[src/hdl/wsfp_pkg.sv]
// ----------------------------------------------------------------------------
// wsfp_pkg
// Shared types and constants for the WebSocket frame parser.
// ----------------------------------------------------------------------------
package wsfp_pkg;

	localparam int unsigned LenW = 17;

	localparam logic [LenW-1:0] LenSat     = {LenW{1'b1}};
	localparam logic [LenW-1:0] MaxPayRst  = 17'd65536;
	localparam logic [6:0]      Len7Ext16  = 7'd126;
	localparam logic [6:0]      Len7Ext64  = 7'd127;
	localparam logic [2:0]      Ext16Last  = 3'd1;
	localparam logic [2:0]      Ext64Last  = 3'd7;
	localparam logic [2:0]      KeyLast    = 3'd3;

	typedef enum logic [2:0] {
		ST_DATA       = 3'd0,
		ST_EMPTY      = 3'd1,
		ST_INCOMPLETE = 3'd2,
		ST_UNMASKED   = 3'd3,
		ST_TOO_LARGE  = 3'd4
	} wsfp_status_t;

	typedef struct packed {
		wsfp_status_t    status;
		logic [7:0]      payload_byte;
		logic            last_of_payload;
		logic [LenW-1:0] decoded_length;
		logic [3:0]      frame_opcode;
		logic            final_fragment;
	} wsfp_result_t;

endpackage

[src/hdl/wsfp_core.sv]
// ----------------------------------------------------------------------------
// wsfp_core
// Frame parsing state and per-byte result logic for one registered byte.
// ----------------------------------------------------------------------------
module wsfp_core
	import wsfp_pkg::*;
(
	input  logic               clk,
	input  logic               arst_n,
	input  logic               advance,
	input  logic [7:0]         data_byte,
	input  logic               end_of_buffer,
	input  logic [LenW-1:0]    max_payload,
	output logic               res_valid,
	output wsfp_result_t       res
);

	typedef enum logic [2:0] {
		PH_HDR0  = 3'd0,
		PH_HDR1  = 3'd1,
		PH_EXT16 = 3'd2,
		PH_EXT64 = 3'd3,
		PH_KEY   = 3'd4,
		PH_DATA  = 3'd5,
		PH_SKIP  = 3'd6
	} phase_t;

	phase_t          phase_q, phase_d;
	logic [2:0]      hcnt_q, hcnt_d;
	logic [LenW-1:0] len_q, len_d;
	logic            over_q, over_d;
	logic [31:0]     key_q, key_d;
	logic [LenW-1:0] rem_q, rem_d;
	logic [1:0]      kidx_q, kidx_d;
	logic [3:0]      opc_q, opc_d;
	logic            fin_q, fin_d;

	logic            gen;
	wsfp_status_t    st;
	logic [7:0]      pbyte;
	logic            plast;
	logic            ext_sat;
	logic [LenW-1:0] ext_len;
	logic            judge_bad;
	logic [7:0]      key_byte;

	// The shifted accumulator overflows when any of its top bits would leave 17 bits.
	assign ext_sat = |len_q[LenW-1:LenW-8];
	assign ext_len = ext_sat ? LenSat : {len_q[LenW-9:0], data_byte};

	always_comb begin
		unique case (kidx_q)
			2'd0: key_byte = key_q[31:24];
			2'd1: key_byte = key_q[23:16];
			2'd2: key_byte = key_q[15:8];
			default: key_byte = key_q[7:0];
		endcase
	end

	always_comb begin
		phase_d   = phase_q;
		hcnt_d    = hcnt_q;
		len_d     = len_q;
		over_d    = over_q;
		key_d     = key_q;
		rem_d     = rem_q;
		kidx_d    = kidx_q;
		opc_d     = opc_q;
		fin_d     = fin_q;
		gen       = 1'b0;
		st        = ST_DATA;
		pbyte     = 8'd0;
		plast     = 1'b0;
		judge_bad = 1'b0;

		unique case (phase_q)
			PH_HDR0: begin
				fin_d   = data_byte[7];
				opc_d   = data_byte[3:0];
				len_d   = '0;
				over_d  = 1'b0;
				hcnt_d  = '0;
				key_d   = '0;
				kidx_d  = '0;
				rem_d   = '0;
				phase_d = PH_HDR1;
			end
			PH_HDR1: begin
				if (!data_byte[7]) begin
					gen     = 1'b1;
					st      = ST_UNMASKED;
					phase_d = PH_SKIP;
				end else begin
					hcnt_d = '0;
					if (data_byte[6:0] == Len7Ext16) begin
						phase_d = PH_EXT16;
					end else if (data_byte[6:0] == Len7Ext64) begin
						phase_d = PH_EXT64;
					end else begin
						len_d     = {{(LenW-7){1'b0}}, data_byte[6:0]};
						judge_bad = over_q || (len_d > max_payload);
						if (judge_bad) begin
							gen     = 1'b1;
							st      = ST_TOO_LARGE;
							phase_d = PH_SKIP;
						end else begin
							phase_d = PH_KEY;
						end
					end
				end
			end
			PH_EXT16, PH_EXT64: begin
				len_d  = ext_len;
				over_d = over_q | ext_sat;
				if (hcnt_q >= ((phase_q == PH_EXT16) ? Ext16Last : Ext64Last)) begin
					judge_bad = over_d || (len_d > max_payload);
					if (judge_bad) begin
						gen     = 1'b1;
						st      = ST_TOO_LARGE;
						phase_d = PH_SKIP;
					end else begin
						phase_d = PH_KEY;
						hcnt_d  = '0;
					end
				end else begin
					hcnt_d = hcnt_q + 3'd1;
				end
			end
			PH_KEY: begin
				key_d = {key_q[23:0], data_byte};
				if (hcnt_q >= KeyLast) begin
					hcnt_d = '0;
					if (len_q == '0) begin
						gen     = 1'b1;
						st      = ST_EMPTY;
						plast   = 1'b1;
						phase_d = PH_SKIP;
					end else begin
						rem_d   = len_q;
						kidx_d  = '0;
						phase_d = PH_DATA;
					end
				end else begin
					hcnt_d = hcnt_q + 3'd1;
				end
			end
			PH_DATA: begin
				kidx_d = kidx_q + 2'd1;
				rem_d  = rem_q - {{(LenW-1){1'b0}}, 1'b1};
				if (rem_d == '0) begin
					gen     = 1'b1;
					st      = ST_DATA;
					pbyte   = data_byte ^ key_byte;
					plast   = 1'b1;
					phase_d = PH_SKIP;
				end else if (!end_of_buffer) begin
					gen   = 1'b1;
					st    = ST_DATA;
					pbyte = data_byte ^ key_byte;
				end
			end
			default: begin
			end
		endcase

		if (end_of_buffer) begin
			// A buffer that ends mid-frame reports incomplete unless this byte already spoke.
			if (!gen && phase_q != PH_SKIP) begin
				gen   = 1'b1;
				st    = ST_INCOMPLETE;
				pbyte = 8'd0;
				plast = 1'b0;
			end
			phase_d = PH_HDR0;
			hcnt_d  = '0;
		end
	end

	assign res_valid              = advance && gen;
	assign res.status             = st;
	assign res.payload_byte       = pbyte;
	assign res.last_of_payload    = plast;
	assign res.decoded_length     = len_d;
	assign res.frame_opcode       = opc_d;
	assign res.final_fragment     = fin_d;

	always_ff @(posedge clk or negedge arst_n) begin
		if (!arst_n) begin
			phase_q <= PH_HDR0;
			hcnt_q  <= '0;
			len_q   <= '0;
			over_q  <= 1'b0;
			key_q   <= '0;
			rem_q   <= '0;
			kidx_q  <= '0;
			opc_q   <= '0;
			fin_q   <= 1'b0;
		end else if (advance) begin
			phase_q <= phase_d;
			hcnt_q  <= hcnt_d;
			len_q   <= len_d;
			over_q  <= over_d;
			key_q   <= key_d;
			rem_q   <= rem_d;
			kidx_q  <= kidx_d;
			opc_q   <= opc_d;
			fin_q   <= fin_d;
		end
	end

endmodule

[src/hdl/wsfp_out_reg.sv]
// ----------------------------------------------------------------------------
// wsfp_out_reg
// Result register with valid/ready handshake toward the consumer.
// ----------------------------------------------------------------------------
module wsfp_out_reg
	import wsfp_pkg::*;
(
	input  logic         clk,
	input  logic         arst_n,
	input  logic         advance,
	input  logic         load,
	input  wsfp_result_t res_in,
	input  logic         out_ready,
	output logic         out_valid,
	output logic         free,
	output wsfp_result_t res_out
);

	logic         vld_q;
	wsfp_result_t res_q;

	// The register can take a new result when empty or being drained this cycle.
	assign free      = !vld_q || out_ready;
	assign out_valid = vld_q;
	assign res_out   = res_q;

	always_ff @(posedge clk or negedge arst_n) begin
		if (!arst_n) begin
			vld_q <= 1'b0;
		end else if (advance) begin
			vld_q <= load;
		end else if (out_ready) begin
			vld_q <= 1'b0;
		end
	end

	always_ff @(posedge clk) begin
		if (load) begin
			res_q <= res_in;
		end
	end

endmodule

[src/hdl/websocket_frame_parser_unit.sv]
// ----------------------------------------------------------------------------
// websocket_frame_parser_unit
// Byte-serial parser for client-to-server WebSocket frames with unmasking.
// ----------------------------------------------------------------------------
// Flow: a byte accepted into the input register is parsed combinationally and its
// result (if any) is loaded into the result register. Throughput: one byte per cycle
// while the result register has room; header and unmask logic is a single pass between the two registers.
// Reset: arst_n clears the parser to expect a first header byte, empties both
// registers and sets max_payload to 65536.
module websocket_frame_parser_unit
	import wsfp_pkg::*;
(
	input  logic            clk,
	input  logic            arst_n,
	// Byte input channel.
	input  logic            in_valid,
	output logic            in_ready,
	input  logic [7:0]      data_byte,
	input  logic            end_of_buffer,
	// Result channel.
	output logic            out_valid,
	input  logic            out_ready,
	output logic [2:0]      status,
	output logic [7:0]      payload_byte,
	output logic            last_of_payload,
	output logic [LenW-1:0] decoded_length,
	output logic [3:0]      frame_opcode,
	output logic            final_fragment,
	// Configuration write port for max_payload.
	input  logic            cfg_wr_en,
	input  logic [LenW-1:0] cfg_wr_data
);

	// Input register stage: holds one byte until the parser can consume it.
	logic            vld_s1;
	logic [7:0]      byte_s1;
	logic            eob_s1;
	logic [LenW-1:0] max_pay_q;

	logic            advance;
	logic            out_free;
	logic            res_valid;
	wsfp_result_t    res_core;
	wsfp_result_t    res_reg;

	// The parser consumes the staged byte whenever the result register has room,
	// so a held result never stops the byte stream as long as the consumer drains.
	assign advance  = vld_s1 && out_free;
	assign in_ready = !vld_s1 || advance;

	always_ff @(posedge clk or negedge arst_n) begin
		if (!arst_n) begin
			vld_s1    <= 1'b0;
			max_pay_q <= MaxPayRst;
		end else begin
			if (in_ready) begin
				vld_s1 <= in_valid;
			end
			if (cfg_wr_en) begin
				max_pay_q <= cfg_wr_data;
			end
		end
	end

	always_ff @(posedge clk) begin
		if (in_valid && in_ready) begin
			byte_s1 <= data_byte;
			eob_s1  <= end_of_buffer;
		end
	end

	// Header decoding, length checking and payload unmasking.
	wsfp_core u_core (
		.clk           (clk),
		.arst_n        (arst_n),
		.advance       (advance),
		.data_byte     (byte_s1),
		.end_of_buffer (eob_s1),
		.max_payload   (max_pay_q),
		.res_valid     (res_valid),
		.res           (res_core)
	);

	// Result register toward the consumer.
	wsfp_out_reg u_out (
		.clk       (clk),
		.arst_n    (arst_n),
		.advance   (advance),
		.load      (res_valid),
		.res_in    (res_core),
		.out_ready (out_ready),
		.out_valid (out_valid),
		.free      (out_free),
		.res_out   (res_reg)
	);

	assign status          = res_reg.status;
	assign payload_byte    = res_reg.payload_byte;
	assign last_of_payload = res_reg.last_of_payload;
	assign decoded_length  = res_reg.decoded_length;
	assign frame_opcode    = res_reg.frame_opcode;
	assign final_fragment  = res_reg.final_fragment;

endmodule

[config.mk]
export PLATFORM = sky130hd
export DESIGN_NAME = websocket_frame_parser_unit
export DESIGN_NICKNAME = d
export VERILOG_FILES = /design/src/hdl/wsfp_pkg.sv /design/src/hdl/wsfp_core.sv /design/src/hdl/wsfp_out_reg.sv /design/src/hdl/websocket_frame_parser_unit.sv
export SDC_FILE = /design/constraint.sdc
export NUM_CORES = 1
export LEC_CHECK = 0
export BUFFER_PORTS_ARGS = -buffer_cell sky130_fd_sc_hd__buf_2
export CAP_MARGIN = 20
export CORE_MARGIN = 4
export CORE_UTILIZATION = 65
export CTS_CLUSTER_SIZE = 16
export DETAILED_ROUTE_END_ITERATION = 6
export GPL_ROUTABILITY_DRIVEN = 0
export PLACE_DENSITY_LB_ADDON = 0.25
export SYNTH_ARGS = -nofsm -noshare
export SYNTH_HDL_FRONTEND = slang
export SYNTH_SLANG_ARGS = --single-unit
[constraint.sdc]
create_clock -name clk -period 15 [get_ports clk]
set_clock_uncertainty 0.1 [all_clocks]
set_input_delay 3 -clock clk [delete_from_list [all_inputs] [get_ports clk]]
set_output_delay 3 -clock clk [all_outputs]
set_load 0.01 [all_outputs]
After elaboration in Yosys (flattened, before gate mapping)
Index checks and enable logic that the tools add are counted.
Word-level totals
  flip-flop bits (word level): 142
  input port bits: 31
  output and inout bits: 36
  logic and storage cells: 143
Operators by class
  $add $sub $neg: 3
  $lt $le $gt $ge: 4
  equality and inequality tests: 17
  multiplexer cells: 69
  bitwise gates (word level): 2
  reductions and logical operators: 28
Operator list (number)
  $mux W17: 6
  $pmux W17 S3: 2
  $mux W3: 22
  $pmux W32 S2: 1
  $mux W8: 5
  $logic_not A17 Y1: 2
  $pmux W8 S3: 1
  $mux W1: 19
  $gt A17 B17 Y1: 1
  $gt A7 B17 Y1: 1
  $sub A17 B1 Y17 const B: 1
  $pmux W3 S5: 1
  $eq A7 B7 Y1 const B: 2
  $pmux W3 S4: 1
  $mux W2: 5
  $ne A3 B2 Y1 const B: 3
  $pmux W3 S3: 1
  $reduce_and A4 Y1: 2
  $reduce_or A8 Y1: 1
  $xor A8 B8 Y8: 1
  $eq A3 B2 Y1 const B: 2
  $eq A3 B3 Y1 const B: 2
  $ne A3 B3 Y1 const B: 2
  $pmux W2 S3: 1
  other kinds (26): 38

Logic depth before layout (Yosys ltp)
  depth in word-level cells: 13
  depth in mapped cells: 11
  mapped depth without buffers: 10

Hierarchy
Synthesis repeated with hierarchy kept, for this count alone.
Second synthesis, totals
  cells, all modules: 753
  area, all modules: 7699.9 um2
By module, submodules not included
  wsfp_core: instances 1, cells each 665, area each 5620.4 um2
  wsfp_out_reg: instances 1, cells each 38, area each 1072.3 um2
  websocket_frame_parser_unit: instances 1, cells each 50, area each 1007.2 um2

Least setup slack after synthesis
No wires, ideal clock.
  path kind: input -> output
  start: input out_ready
  end: output in_ready
  arrival: 3.426 ns
  setup slack: 8.474 ns
  stages: 2
  path buffers: 0
  path through: nor2b_1 > nand2_1
On the way
  word-level cells in the longest chain between the ends: 3
RTL lines
  start, declared: RTL line websocket_frame_parser_unit.sv:22  | input logic out_ready,
  $logic_or A1 B1 Y1: RTL line wsfp_out_reg.sv:23  | assign free = !vld_q || out_ready;
  $logic_and A1 B1 Y1: RTL line websocket_frame_parser_unit.sv:48  | assign advance = vld_s1 && out_free;
  $logic_or A1 B1 Y1: RTL line websocket_frame_parser_unit.sv:49  | assign in_ready = !vld_s1 || advance;
  end, declared: RTL line websocket_frame_parser_unit.sv:17  | output logic in_ready,
Every way passes these cells.

Worst setup path in the final report
Same ends and word-level chain as after synthesis.

==> summary.txt <==
Hold WC Path Type: flop to flop
total power: 1.70 mW
wire length of the first global-routing pass: 31,300 um
I/O pin count: 67
Max-cap violations: 0
largest buffer count on any clock path: 2
Cells after DPL: 948
Via density: 6.59
total congestion overflow: 0
outcome: complete, but fails checks
Placeable Area: 11,400 um^2
Ys Warns: 0
DP Area: 7980 um^2
DR vias: 6,470
Initial Utilization: 66.3%
Min-Delay Startpoint: u_core.key_q[28]
total CTS buffers: 17
Cells after Synth: 776
std cell rows: 39
Layout Nets: 891
CP peak stage delay: 0.34 ns
top cell type by total area after synthesis: dfrtp_1
DP HPWL: 12,900 um
synthesized flop and latch total: 142
Clk Latency, worst-skew pair: 0.42 ns
CP Data Arrival Time: 3.79 ns
Pleak: 3.75 nW
Synth area leaders: dfrtp_1 32%, edfxtp_1 17%, o21ai_0 6.2%
proportion of layout cells with a drive suffix above 1: 17.2%
Clock Sinks: 142
CTS tree: done
Critical Path, Cell by Cell: buf_2 > nor2b_1 > nand2_1 > buf_2
Critical R2R Launch: u_core.len_q[11]
commonest non-fill, non-tap cell in the layout: nand2_1
slew of the pin with the lowest slew margin: 1.03 ns
starting DRC count in detailed routing: 924
fin. max-slew vios: 0
Peak Freq: 145 MHz
Final Critical Period: 6.89 ns
DRT Pass-1 Iters: 7
crit-path max FO: 7
Slew Limit Headroom: 31.3%
post-cts resize count: 0
CP dominant cell by count: buf_2
post-synth top area share: 32.4%
Area Overhead vs Synth: 14.0%
Startpoint Class: input port
WP buf/inv: 2
syn nets: 841
Power per Cell Area: 197 nW/um^2
FILL cells: 758
Netlist cell types: 68
Inserted Diodes: 0
DRC: 20
commonest non-fill, non-tap cells in the layout: 119 x nand2_1, 98 x dfrtp_1, 94 x o21ai_0, 65 x buf_2, 43 x edfxtp_1
Final Hold Viols: 0
drt total wl: 19,400 um
Post-synth EDFFs: 43
area taken by multi-input logic gates: 3490 um^2
register area: 3770 um^2
crit path kind: input port to primary output
Syn Area/Cell: 9.76 um^2
sequential area share after synthesis: 49.8%
Tot GR Track Use: 30.2%
Post-synth ARST share: 69.7%
pin count of the biggest net entering global routing: 89
die area: 13,400 um^2
Post-synth top flop: dfrtp_1
Hold Buf Count CTS: 0
RSZ-0062 raised after global routing: no
buffers added on ports: 66
Root Driver: clkbuf_16
Die Ht: 116 um
Slowest-stage cell, CP: nor2b_1
initial antenna violation count: 0
Die X: 116 um
critical path required time: 11.90 ns
H-tree levels: 4
utilization after layout: 75.6%
Worst path top cell family by delay: simple AND/OR/NAND/NOR gates
setup violators final: 0
vias in the first global route: 6,272
Post-Syn Area: 7570 um^2
Worst-path clk slew: 0.06 ns
Max IR drop VDD: 177 uV
CP Capture Type: primary output
Cell Count, Final, Fillers Out: 982
post-route cell area: 8630 um^2
routed len/inst: 19.7 um
launch point of the worst path: out_ready
antenna-violating nets left: 0
Final Cycle Share: 45.9%
total negative slack: 0 ns
post-CTS setup buffer count: 0
violated checks: design-rule violations
-- tightest hold or removal path: stages (launching register included) --
cell and delay [ns]:
dfrtp_1 0.35, nand2_1 0.05, o21ai_0 0.06
-- sequential cells by signal (all words and copies together), names as in the netlist --
register and count:
u_core.fin_q 1, eob_s1 1, u_core.len_q 17, u_core.key_q 32
u_out.res_out 34, u_core.kidx_q 2, u_core.over_q 1, byte_s1 8
vld_s1 1, u_core.hcnt_q 3, u_core.rem_q 17, u_out.out_valid 1
u_core.opc_q 4, u_core.phase_q 3, max_pay_q 17
-- cell families after synthesis --
group	Yosys count	synth area share, %
xor+xnor	10	1.16
fa+ha+maj	34	5.62
simple gates	247	15.6
buf+inv	85	4.33
compound gates	232	19.7
flops	142	49.8
mux	26	3.83
-- synthesized netlist by cell type, drive strengths merged, types with 6 or more instances --
master,count
a21oi,37
a222oi,8
a22o,10
a22oi,13
a2bb2oi,6
buf,11
clkbuf,34
dfrtp,98
edfxtp,43
ha,34
inv,40
mux2,24
nand2,119
nand2b,7
nand3,8
nand4,10
nor2,39
nor2b,7
nor3,13
nor4,11
o21ai,96
o22ai,9
o31ai,9
or3,14
xnor2,10
-- through the flow --
stage	hold slack (ns)	setup WS (ns)
6_report	0.386	8.11
5_1_grt	0.414	8.04
4_1_cts	0.388	8.12
3_5_place_dp	0.375	8.16
3_3_place_gp	0.361	8.15
2_1_floorplan	0.346	8.47
-- where the power goes --
part           internal [mW]  total, mW  switching [mW]
Combinational          0.266      0.689           0.423
Sequential             0.491      0.585          0.0942
Clock                  0.261      0.428           0.167
-- worst paths after layout --
| check | slack [ns] | depth (start not counted) | end |
|---|---|---|---|
| max | 8.11 | 4 | in_ready |
| min | 0.39 | 2 | u_core.key_q[28] |
| max reg2reg | 10.73 | 10 | u_out.res_out[16] |
| min reg2reg | 0.39 | 2 | u_core.key_q[28] |
| max in group asynchronous | 11.42 | 3 | max_pay_q[16] |
| min in group asynchronous | 2.30 | 1 | u_core.key_q[17] |
-- layer usage --
layer	track usage (%)	routed length (um)	part of all wire [%]
met1	38.5	7430	38
met2	48.3	9320	48
met3	8.51	1820	9.4
met4	13.7	797	4.1
met5	0	0	0
-- final cells by class --
| type | count | share of cell area (%) |
|---|---|---|
| Clock buffer | 18 | 4.97 |
| Tap cell | 143 | 2.07 |
| Timing Repair Buffer | 76 | 5.19 |
| Clock inverter | 14 | 1.94 |
| Inverter | 40 | 1.74 |
| Multi-Input combinational cell | 549 | 40.4 |
| Sequential cell | 142 | 43.7 |
Note: power is estimated with default switching activity, not from simulation.
